<file path="src/sv/jtm_pkg.sv">
`timescale 1ns / 1ps
`default_nettype none

package jtm_pkg;

    typedef logic [3:0] tap_state_t;

    localparam tap_state_t TAP_RESET      = 4'd0;
    localparam tap_state_t TAP_IDLE       = 4'd1;
    localparam tap_state_t TAP_SELECT_DR  = 4'd2;
    localparam tap_state_t TAP_CAPTURE_DR = 4'd3;
    localparam tap_state_t TAP_SHIFT_DR   = 4'd4;
    localparam tap_state_t TAP_EXIT1_DR   = 4'd5;
    localparam tap_state_t TAP_PAUSE_DR   = 4'd6;
    localparam tap_state_t TAP_EXIT2_DR   = 4'd7;
    localparam tap_state_t TAP_UPDATE_DR  = 4'd8;
    localparam tap_state_t TAP_SELECT_IR  = 4'd9;
    localparam tap_state_t TAP_CAPTURE_IR = 4'd10;
    localparam tap_state_t TAP_SHIFT_IR   = 4'd11;
    localparam tap_state_t TAP_EXIT1_IR   = 4'd12;
    localparam tap_state_t TAP_PAUSE_IR   = 4'd13;
    localparam tap_state_t TAP_EXIT2_IR   = 4'd14;
    localparam tap_state_t TAP_UPDATE_IR  = 4'd15;

    typedef enum logic [1:0] {
        KIND_RESET = 2'd0,
        KIND_MOVE  = 2'd1,
        KIND_SHIFT = 2'd2,
        KIND_NONE  = 2'd3
    } cmd_kind_t;

    typedef enum logic [1:0] {
        SEQ_IDLE,
        SEQ_RESET,
        SEQ_MOVE,
        SEQ_SHIFT
    } seq_state_t;

    localparam logic [3:0] MIN_RESET_CLOCKS = 4'd5;
    localparam logic [3:0] RESET_CLOCKS_DEFAULT = 4'd5;

    typedef struct packed {
        logic advance;
        logic tms;
    } tap_step_t;

    typedef struct packed {
        logic load;
        logic shift;
    } shift_ctl_t;

    function automatic tap_state_t tap_next(input tap_state_t cur, input logic tms);
        tap_state_t nxt;
        nxt = TAP_RESET;
        unique case (cur)
            TAP_RESET:      nxt = tms ? TAP_RESET     : TAP_IDLE;
            TAP_IDLE:       nxt = tms ? TAP_SELECT_DR : TAP_IDLE;
            TAP_SELECT_DR:  nxt = tms ? TAP_SELECT_IR : TAP_CAPTURE_DR;
            TAP_CAPTURE_DR: nxt = tms ? TAP_EXIT1_DR  : TAP_SHIFT_DR;
            TAP_SHIFT_DR:   nxt = tms ? TAP_EXIT1_DR  : TAP_SHIFT_DR;
            TAP_EXIT1_DR:   nxt = tms ? TAP_UPDATE_DR : TAP_PAUSE_DR;
            TAP_PAUSE_DR:   nxt = tms ? TAP_EXIT2_DR  : TAP_PAUSE_DR;
            TAP_EXIT2_DR:   nxt = tms ? TAP_UPDATE_DR : TAP_SHIFT_DR;
            TAP_UPDATE_DR:  nxt = tms ? TAP_SELECT_DR : TAP_IDLE;
            TAP_SELECT_IR:  nxt = tms ? TAP_RESET     : TAP_CAPTURE_IR;
            TAP_CAPTURE_IR: nxt = tms ? TAP_EXIT1_IR  : TAP_SHIFT_IR;
            TAP_SHIFT_IR:   nxt = tms ? TAP_EXIT1_IR  : TAP_SHIFT_IR;
            TAP_EXIT1_IR:   nxt = tms ? TAP_UPDATE_IR : TAP_PAUSE_IR;
            TAP_PAUSE_IR:   nxt = tms ? TAP_EXIT2_IR  : TAP_PAUSE_IR;
            TAP_EXIT2_IR:   nxt = tms ? TAP_UPDATE_IR : TAP_SHIFT_IR;
            TAP_UPDATE_IR:  nxt = tms ? TAP_SELECT_DR : TAP_IDLE;
            default:        nxt = TAP_RESET;
        endcase
        return nxt;
    endfunction

    // Bit (target * 16 + state) is the TMS level of the first step on a
    // shortest path from state to target; TMS low wins a tie.
    function automatic logic [255:0] build_hop_table();
        int hops [16];
        logic [255:0] tab;
        int tg;
        int p;
        int s;
        int d0;
        int d1;
        tab = '0;
        for (tg = 0; tg < 16; tg++) begin
            for (s = 0; s < 16; s++) begin
                hops[s] = 255;
            end
            hops[tg] = 0;
            for (p = 0; p < 16; p++) begin
                for (s = 0; s < 16; s++) begin
                    d0 = hops[tap_next(4'(s), 1'b0)];
                    d1 = hops[tap_next(4'(s), 1'b1)];
                    if (d0 != 255 && d0 + 1 < hops[s]) begin
                        hops[s] = d0 + 1;
                    end
                    if (d1 != 255 && d1 + 1 < hops[s]) begin
                        hops[s] = d1 + 1;
                    end
                end
            end
            for (s = 0; s < 16; s++) begin
                if (s != tg) begin
                    tab[tg * 16 + s] = (hops[tap_next(4'(s), 1'b0)] == hops[s] - 1) ? 1'b0
                                                                                     : 1'b1;
                end
            end
        end
        return tab;
    endfunction

endpackage

`default_nettype wire

</file>
<file path="src/sv/jtm_shifter.sv">
`timescale 1ns / 1ps
`default_nettype none

module jtm_shifter
    import jtm_pkg::*;
#(
    parameter int MAX_SHIFT_BITS = 64
) (
    input  wire logic                      aclk,
    input  wire shift_ctl_t                ctl,
    input  wire logic [MAX_SHIFT_BITS-1:0] load_data,
    output logic                           bit_out
);

    logic [MAX_SHIFT_BITS-1:0] data_reg;
    logic [MAX_SHIFT_BITS-1:0] data_next;

    always_comb begin
        data_next = data_reg;
        if (ctl.load) begin
            data_next = load_data;
        end else if (ctl.shift) begin
            data_next = {1'b0, data_reg[MAX_SHIFT_BITS-1:1]};
        end
    end

    always_ff @(posedge aclk) begin
        data_reg <= data_next;
    end

    assign bit_out = data_reg[0];

endmodule

`default_nettype wire

</file>
<file path="src/sv/jtm_tap_tracker.sv">
`timescale 1ns / 1ps
`default_nettype none

module jtm_tap_tracker
    import jtm_pkg::*;
(
    input  wire logic       aclk,
    input  wire logic       aresetn,
    input  wire tap_step_t  step,
    input  wire tap_state_t target,
    output tap_state_t      state,
    output tap_state_t      state_after,
    output logic            hop_tms
);

    localparam logic [255:0] HOP_TABLE = build_hop_table();

    tap_state_t state_reg;
    tap_state_t state_next;

    assign state_after = tap_next(state_reg, step.tms);
    assign hop_tms     = HOP_TABLE[{target, state_reg}];

    always_comb begin
        state_next = state_reg;
        if (step.advance) begin
            state_next = state_after;
        end
    end

    always_ff @(posedge aclk) begin
        if (!aresetn) begin
            state_reg <= TAP_RESET;
        end else begin
            state_reg <= state_next;
        end
    end

    assign state = state_reg;

endmodule

`default_nettype wire

</file>
<file path="src/sv/jtag_tap_master_sequencer.sv">
`timescale 1ns / 1ps
`default_nettype none

// JTAG TAP master sequencer. One command transfer on the s_ side turns into
// one result transfer per TCK pulse on the m_ side, each giving TMS, TDI,
// the TAP state after the pulse, and a last flag on the final pulse. A reset
// command gives max(reset count, 5) pulses, a move gives the length of the
// shortest TMS path (none if already there), and a shift gives shift_length
// pulses, capped at MAX_SHIFT_BITS, with the data sent LSB first through a
// shift register that moves one bit per pulse.
// The sequencer issues one pulse per cycle while the result register is
// free; a new command is taken only after the last pulse of the previous
// one is in the result register. The reset count register is written
// through cfg_we/cfg_wdata; the user must write it only while the block is
// idle, which the block itself does not enforce.

module jtag_tap_master_sequencer
    import jtm_pkg::*;
#(
    parameter int MAX_SHIFT_BITS = 64
) (
    input  wire logic        aclk,
    input  wire logic        aresetn,
    input  wire logic        cfg_we,
    input  wire logic [3:0]  cfg_wdata,
    input  wire logic        s_valid,
    output logic             s_ready,
    input  wire logic [1:0]  s_kind,
    input  wire logic [3:0]  s_target_state,
    input  wire logic [63:0] s_shift_data,
    input  wire logic [6:0]  s_shift_length,
    output logic             m_valid,
    input  wire logic        m_ready,
    output logic             m_tms,
    output logic             m_tdi,
    output logic [3:0]       m_tap_state,
    output logic             m_last
);

    localparam int CNT_W = $clog2(MAX_SHIFT_BITS + 1);

    seq_state_t state_reg;
    seq_state_t state_next;

    logic [3:0]       reset_count_reg;
    logic [CNT_W-1:0] cnt_reg;
    logic [CNT_W-1:0] cnt_next;
    tap_state_t       target_reg;

    logic m_valid_reg;
    logic m_tms_reg;
    logic m_tdi_reg;
    logic [3:0] m_tap_state_reg;
    logic m_last_reg;

    tap_step_t  step;
    shift_ctl_t shift_ctl;
    tap_state_t tap_state;
    tap_state_t tap_after;
    logic       hop_tms;
    logic       shift_bit;

    logic       out_free;
    logic       accept;
    logic       pulse;
    logic       pulse_tms;
    logic       pulse_tdi;
    logic       pulse_last;
    logic [3:0] reset_pulses;
    logic [CNT_W-1:0] shift_pulses;

    jtm_tap_tracker u_tracker (
        .aclk        (aclk),
        .aresetn     (aresetn),
        .step        (step),
        .target      (target_reg),
        .state       (tap_state),
        .state_after (tap_after),
        .hop_tms     (hop_tms)
    );

    jtm_shifter #(
        .MAX_SHIFT_BITS (MAX_SHIFT_BITS)
    ) u_shifter (
        .aclk      (aclk),
        .ctl       (shift_ctl),
        .load_data (s_shift_data[MAX_SHIFT_BITS-1:0]),
        .bit_out   (shift_bit)
    );

    assign out_free     = !m_valid_reg || m_ready;
    assign accept       = s_valid && s_ready;
    assign reset_pulses = (reset_count_reg < MIN_RESET_CLOCKS) ? MIN_RESET_CLOCKS
                                                               : reset_count_reg;
    assign shift_pulses = (s_shift_length > 7'(MAX_SHIFT_BITS)) ? CNT_W'(MAX_SHIFT_BITS)
                                                                : CNT_W'(s_shift_length);

    always_comb begin
        state_next = state_reg;
        unique case (state_reg)
            SEQ_IDLE: begin
                if (s_valid) begin
                    unique case (cmd_kind_t'(s_kind))
                        KIND_RESET: state_next = SEQ_RESET;
                        KIND_MOVE:  state_next = (tap_state != s_target_state) ? SEQ_MOVE
                                                                               : SEQ_IDLE;
                        KIND_SHIFT: state_next = (s_shift_length != 7'd0) ? SEQ_SHIFT
                                                                          : SEQ_IDLE;
                        default:    state_next = SEQ_IDLE;
                    endcase
                end
            end
            SEQ_RESET, SEQ_MOVE, SEQ_SHIFT: begin
                if (pulse && pulse_last) begin
                    state_next = SEQ_IDLE;
                end
            end
            default: state_next = SEQ_IDLE;
        endcase
    end

    always_comb begin
        s_ready    = 1'b0;
        pulse      = 1'b0;
        pulse_tms  = 1'b0;
        pulse_tdi  = 1'b0;
        pulse_last = 1'b0;
        unique case (state_reg)
            SEQ_IDLE: begin
                s_ready = 1'b1;
            end
            SEQ_RESET: begin
                pulse      = out_free;
                pulse_tms  = 1'b1;
                pulse_last = (cnt_reg == CNT_W'(1));
            end
            SEQ_MOVE: begin
                pulse      = out_free;
                pulse_tms  = hop_tms;
                pulse_last = (tap_after == target_reg);
            end
            SEQ_SHIFT: begin
                pulse      = out_free;
                pulse_tms  = (cnt_reg == CNT_W'(1));
                pulse_tdi  = shift_bit;
                pulse_last = (cnt_reg == CNT_W'(1));
            end
            default: begin
                s_ready = 1'b0;
            end
        endcase
    end

    assign step.advance    = pulse;
    assign step.tms        = pulse_tms;
    assign shift_ctl.load  = accept;
    assign shift_ctl.shift = pulse;

    always_comb begin
        cnt_next = cnt_reg;
        if (accept) begin
            cnt_next = (cmd_kind_t'(s_kind) == KIND_RESET) ? CNT_W'(reset_pulses)
                                                           : shift_pulses;
        end else if (pulse) begin
            cnt_next = cnt_reg - CNT_W'(1);
        end
    end

    always_ff @(posedge aclk) begin
        if (!aresetn) begin
            state_reg       <= SEQ_IDLE;
            reset_count_reg <= RESET_CLOCKS_DEFAULT;
            m_valid_reg     <= 1'b0;
        end else begin
            state_reg <= state_next;
            if (cfg_we) begin
                reset_count_reg <= cfg_wdata;
            end
            if (pulse) begin
                m_valid_reg <= 1'b1;
            end else if (m_ready) begin
                m_valid_reg <= 1'b0;
            end
        end
    end

    always_ff @(posedge aclk) begin
        cnt_reg <= cnt_next;
        if (accept) begin
            target_reg <= s_target_state;
        end
        if (pulse) begin
            m_tms_reg       <= pulse_tms;
            m_tdi_reg       <= pulse_tdi;
            m_tap_state_reg <= tap_after;
            m_last_reg      <= pulse_last;
        end
    end

    assign m_valid     = m_valid_reg;
    assign m_tms       = m_tms_reg;
    assign m_tdi       = m_tdi_reg;
    assign m_tap_state = m_tap_state_reg;
    assign m_last      = m_last_reg;

endmodule

`default_nettype wire

</file>
<file path="config.mk">
export PLATFORM = sky130hd
export DESIGN_NAME = jtag_tap_master_sequencer
export DESIGN_NICKNAME = d
export VERILOG_FILES = /design/src/sv/jtm_pkg.sv /design/src/sv/jtm_shifter.sv /design/src/sv/jtm_tap_tracker.sv /design/src/sv/jtag_tap_master_sequencer.sv
export SDC_FILE = /design/constraint.sdc
export NUM_CORES = 1
export LEC_CHECK = 0
export ABC_AREA = 1
export BUFFER_PORTS_ARGS = -buffer_cell sky130_fd_sc_hd__clkbuf_2
export CELL_PAD_IN_SITES_DETAIL_PLACEMENT = 1
export CELL_PAD_IN_SITES_GLOBAL_PLACEMENT = 2
export CORE_ASPECT_RATIO = 0.9
export CORE_UTILIZATION = 30
export CTS_CLUSTER_DIAMETER = 80
export DETAILED_ROUTE_END_ITERATION = 16
export PLACE_DENSITY_LB_ADDON = 0.1
export SLEW_MARGIN = 20
export SYNTH_ARGS = -nofsm -noshare
export SYNTH_HDL_FRONTEND = slang
export SYNTH_SLANG_ARGS = --single-unit
</file>
<file path="constraint.sdc">
create_clock -name aclk -period 4.6 [get_ports aclk]
set_input_delay 1.38 -clock aclk [delete_from_list [all_inputs] [get_ports aclk]]
set_output_delay 1.38 -clock aclk [all_outputs]
set_load 0.03 [all_outputs]
</file>
## Yosys cells after proc, flatten, opt, wreduce, memory -nomap -nowiden

Memory sizes are Yosys's and may differ from the RTL's.
Cells that the tools add are included.

| word-level totals | value |
|---|---|
| register bits after elaboration | 93 |
| ROM bits | 256 |
| input port bits | 86 |
| word-level logic and storage cells | 90 |
| memories kept | 1 |

| operators by class | value |
|---|---|
| $add $sub $neg | 1 |
| $lt $le $gt $ge | 3 |
| equality and inequality tests | 25 |
| multiplexer cells | 33 |
| reductions and logical operators | 16 |

Memories:

| memory | depth | width | rd ports | clocked after Yosys merged registers in | write ports | RTL line | text |
|---|---|---|---|---|---|---|---|
| (no name shown) | 256 | 1 | 1 | 0 | 0 | jtm_tap_tracker.sv:22 | `assign hop_tms = HOP_TABLE[{target, state_reg}];` |

Operators by type and width:

| operator | count |
|---|---|
| $mux W64 | 2 |
| $pmux W4 S12 | 1 |
| $eq A4 B4 Y1 const B | 8 |
| $mux W7 | 4 |
| $mux W4 | 5 |
| $eq A4 B3 Y1 const B | 4 |
| $mux W2 | 7 |
| $lt A8 B9 Y1 const B | 1 |
| $eq A4 B2 Y1 const B | 2 |
| $mux W1 | 8 |
| $eq A7 B1 Y1 const B | 1 |
| $gt A7 B7 Y1 const B | 1 |
| $reduce_bool A7 Y1 | 1 |
| $sub A7 B1 Y7 const B | 1 |
| $eq A2 B2 Y1 const B | 3 |
| $mux W3 | 2 |
| $pmux W2 S3 | 1 |
| $reduce_or A2 Y1 | 3 |
| $reduce_or A3 Y1 | 2 |
| $eq A2 B1 Y1 const B | 2 |
| $eq A4 B1 Y1 const B | 1 |
| $eq A4 B4 Y1 | 1 |
| $logic_not A2 Y1 | 2 |
| $logic_not A4 Y1 | 1 |
| 12 further kinds | 14 |

## Logic depth before layout (Yosys ltp)

| logic depth | value |
|---|---|
| word-level depth | 10 |
| gate-level depth with buffers | 24 |

## By module

From an unflattened synthesis, not the netlist that was laid out.

| unflattened totals | value |
|---|---|
| cells, all modules | 585 |
| area total of the unflattened synthesis | 4,937.2 um2 |

By module, submodules not included:

| module | instances | cells an instance | area each (um2) |
|---|---|---|---|
| jtm_shifter | 1 | 270 | 2,747.6 |
| jtag_tap_master_sequencer | 1 | 171 | 1,408.9 |
| jtm_tap_tracker | 1 | 144 | 780.7 |

## Worst setup path after synthesis

No wires, ideal clock.

| path | value |
|---|---|
| path kind | input to register |
| start point | in m_ready |
| end point | reg cnt_reg[0], enable pin |
| library setup time | 758 ps |
| arrival | 2,919 ps |
| slack | 924 ps |
| stages on the path | 4 |
| buffers on the path | 0 |
| cells stage by stage | inv_1 > nand2_1 > nand2_1 > nand2_1 |

| between the ends | value |
|---|---|
| longest elaborated chain between the ends | 3 |

RTL lines:

| item | RTL line | text |
|---|---|---|
| start: declaration | jtag_tap_master_sequencer.sv:33 | `input wire logic m_ready,` |
| $logic_or A1 B1 Y1 | jtag_tap_master_sequencer.sv:91 | `assign out_free = !m_valid_reg \|\| m_ready;` |
| $mux W1 | jtag_tap_master_sequencer.sv:128 | `unique case (state_reg)` |
| $reduce_bool A2 Y1 (no source line) | - |  |
| end signal: assignment | jtag_tap_master_sequencer.sv:188 | `cnt_reg <= cnt_next;` |
| end: declaration | jtag_tap_master_sequencer.sv:46 | `logic [CNT_W-1:0] cnt_reg;` |

No other way between the ends.
A chain may end at the register's enable or synchronous reset.

## Worst setup path after layout

| path | value |
|---|---|
| start point | reg u_tracker.state_reg[0], in the netlist u_tracker.state[0] |
| end point | reg state_reg[1] |

| between the ends | value |
|---|---|
| longest elaborated chain between the ends | 10 |
| elaborated cells between the ends (all ways) | 45 |
| those cells by class | eq/ne (18); mux (20); reduce/logical (6); memory (1) |

RTL lines:

| item | RTL line | text |
|---|---|---|
| start: declaration | jtm_tap_tracker.sv:18 | `tap_state_t state_reg;` |
| start signal: assignment | jtm_tap_tracker.sv:35 | `state_reg <= state_next;` |
| $mem_v2 Z256 W1 * | - |  |
| $mux W1 (implied by the code) * | jtm_tap_tracker.sv:22 |  |
| $pmux W1 S3 * | jtag_tap_master_sequencer.sv:128 |  |
| via pulse_tms | jtag_tap_master_sequencer.sv:66 | `logic pulse_tms;` |
| $mux W2 (tied with other cells) | - |  |
| $pmux W4 S12 * | jtm_pkg.sv:55 | `unique case (cur)` |
| via tap_after[0] | jtag_tap_master_sequencer.sv:59 | `tap_state_t tap_after;` |
| $eq A4 B4 Y1 * | jtag_tap_master_sequencer.sv:140 | `pulse_last = (tap_after == target_reg);` |
| $pmux W1 S2 * | jtag_tap_master_sequencer.sv:128 |  |
| $logic_and A1 B1 Y1 * | jtag_tap_master_sequencer.sv:114 | `if (pulse && pulse_last) begin` |
| $ne A2 B1 Y1 (no source line) * | - |  |
| $reduce_and A2 Y1 (no source line) * | - |  |
| end signal: assignment | jtag_tap_master_sequencer.sv:175 | `state_reg <= state_next;` |
| end: declaration | jtag_tap_master_sequencer.sv:42 | `seq_state_t state_reg;` |

The timed path passes the listed nets; every way through them passes the cells marked *. The select of a mux whose other input is x is not followed.

==> key figures <==
Run status
  • Status: complete, no violations

Clock network
  • Total setup buffers inserted after CTS: 0
  • Clock Tree Root: clkbuf_16
  • Cts hold-fix bufs: 0
  • Clock Latency Late Sink: between 0.3 and 0.4 ns
  • CTS tree: yes
  • Max Root-Sink Buffers: 2
  • Post-cts sizing count: 0
  • CTS Buf Count: 9
  • Clock transition at the registers of the reported paths: 0.06 ns
  • H-tree levels: 3
  • Clk sinks: 93

STA
  • Unrepaired setup endpoints after global routing: no
  • Clk_skew: approximately 0.011 ns
  • Max Freq: roughly 330 MHz
  • Slew Viols, Final: 0
  • TNS Setup: 0 ns
  • Final setup fails: 0
  • Min Tclk post-route: a little over 3 ns
  • Final worst slack: 1.58 ns
  • Final cycle utilization of the critical path: 65.7%
  • Hold Violations, Final: 0
  • Hold Slack: 0.497 ns
  • Worst slew margin: 33.3%
  • Least-Margin Pin Slew: 1.00 ns

Power
  • Leak: 2.77 nW
  • Power, Total: 4.24 mW
  • PD cells: 735 nW/um2
  • Peak supply drop: 0.000381 V

Setup path
  • Setup crit end kind: flip-flop
  • CP Class: reg2reg
  • CP Data Arrival Time: around 3.3 ns
  • CP required: 4.84 ns
  • CP max FO: 9
  • Startpoint types: flip-flop

Cells and area
  • Area delta synth->final: 19.3%
  • Fin cells: 851
  • Fin area: 5770 um2
  • Number of diodes: 0
  • Max reg flops: 64
  • Most common cell after layout, fill and taps aside: nand2_1
  • Nets: between 700 and 800
  • Share of layout cells above drive strength 1: 21.0%
  • Final Util: 37.0%
  • Commonest cells after routing, fill and taps aside: 249 x nand2_1, 94 x clkbuf_2, 82 x edfxtp_1, 38 x inv_1, 29 x nor2_1

Routing
  • DRT Wirelength: about 13000 um
  • Vias/cell: 4.65
  • WL/cell: 14.8 um
  • Vias: approximately 4000
  • Drt pass-1 iters: 4
  • Drt initial violations: 163
  • Final ANT Viol Nets: 0
  • # DRC: 0

GRT
  • Initial antenna violation count: 0
  • Overflow left after global routing: 0
  • Largest net degree at the start of global routing: 76
  • Vias in the first global route: 4036
  • GRT Util Overall: 16.2%
  • First-pass GRT wire length: 20500 um

Logic synthesis
  • Synth top area cells: edfxtp_1 51%, nand2_1 19%, dfxtp_1 4.6%
  • Syn avg cell area: 8.68 um2
  • Cells after Synth: 557
  • Post-synthesis cell type count: 38
  • Part of the Yosys area used for sequential elements: 55.5%
  • Area leader, netlist: edfxtp_1
  • Post-Syn Area: slightly below 5000 um2
  • Flops & latches, synth: 93
  • Syn. warnings: 0
  • Synth top area share: about half
  • Post-synth net total: ~650

Placement
  • Pre-CTS setup slack: about 1.1 ns
  • Dpl hpwl: 9050 um
  • DP Area: 5480 um2
  • Placed insts: 835
  • Routability Congestion: 0.793
  • Number of port buffers: 94

Flow run
  • Max-cap violations: 0

Floorplan
  • IO Pins: 95
  • Die W: 136 um
  • Cell Rows: 43
  • Die area: 16600 um2
  • Die Ht: 122 um
  • Core ar.: 15600 um2
  • Starting Density: 31.0%

Min path
  • Worst Hold Class: reg2reg
-- worst paths after layout --
check,slack [ns],to,startpoint,cells past startpoint
max reg2reg,1.58,state_reg[1],u_tracker.state[0],24
min,0.50,reset_count_reg[3],reset_count_reg[3],2
min reg2reg,0.50,reset_count_reg[3],reset_count_reg[3],2
max,1.58,state_reg[1],u_tracker.state[0],24
-- cells by family after synthesis --
family	count (synthesis)	share of synthesized area, %
buffers and inverters	62	5.48
and+or+nand+nor	335	28.9
AOI/OAI and AO/OA	48	5.90
DFF	93	55.5
xor gates and xnor gates	9	1.63
adders and majority gates	10	2.59
-- synth_stat cells, drive strengths merged --
master  count
nand3      31
a211oi      1
nand4       7
nor4        2
ha         10
nor2       32
o22ai       2
a311oi      1
nand2     260
a21oi      16
a31oi       2
o211ai      2
nor3        2
xnor2       2
xor2        7
o21ai      20
nand3b      1
o21bai      1
o31ai       1
dfxtp      11
edfxtp     82
buf         9
clkbuf     11
inv        42
a22oi       1
a21boi      1
-- worst max-delay path, stage by stage, from the launching register on --
cell and delay (ns):
dfxtp_1 0.60, inv_1 0.27, ha_1 0.31, nand2_1 0.13
nand3_1 0.08, nand2_1 0.08, nand2_1 0.05, nand2_1 0.08
nand2_1 0.06, nand2_1 0.06, nand3_1 0.07, nand2_2 0.10
nand2_4 0.08, nand2_4 0.12, nand2_2 0.07, nand3_2 0.09
nand2_1 0.06, nand2_1 0.06, nand2_1 0.06, nor2_2 0.10
nand2_2 0.07, nand3_2 0.09, nand3_1 0.08, nand2_1 0.10
nor2_1 0.04
-- cell type report --
class | count | area (um2)
multi-input combinational | 402 | 1900
clock buffer | 11 | 233
clock inverter | 5 | 60.1
fill | 1898 | 9830
tap | 202 | 253
timing repair buffer | 96 | 485
inverter | 42 | 160
sequential | 93 | 2680
-- per-layer routing --
| metal | global-route usage, % | wire [um] | vias up |
|---|---|---|---|
| met5 | 0 | 0 | - |
| li1 | - | - | 1994 |
| met1 | 21.2 | 6070 | 1872 |
| met3 | 4.25 | 553 | 8 |
| met4 | 4.17 | 115 | 0 |
| met2 | 26.3 | 5850 | 79 |
-- report_power, final --
group	internal [mW]	leakage (nW)	switching (mW)
clock	0.424	0.140	0.322
sequential	1.58	0.906	0.204
combinational	0.510	1.72	1.20
(Power assumes the default switching activity.)
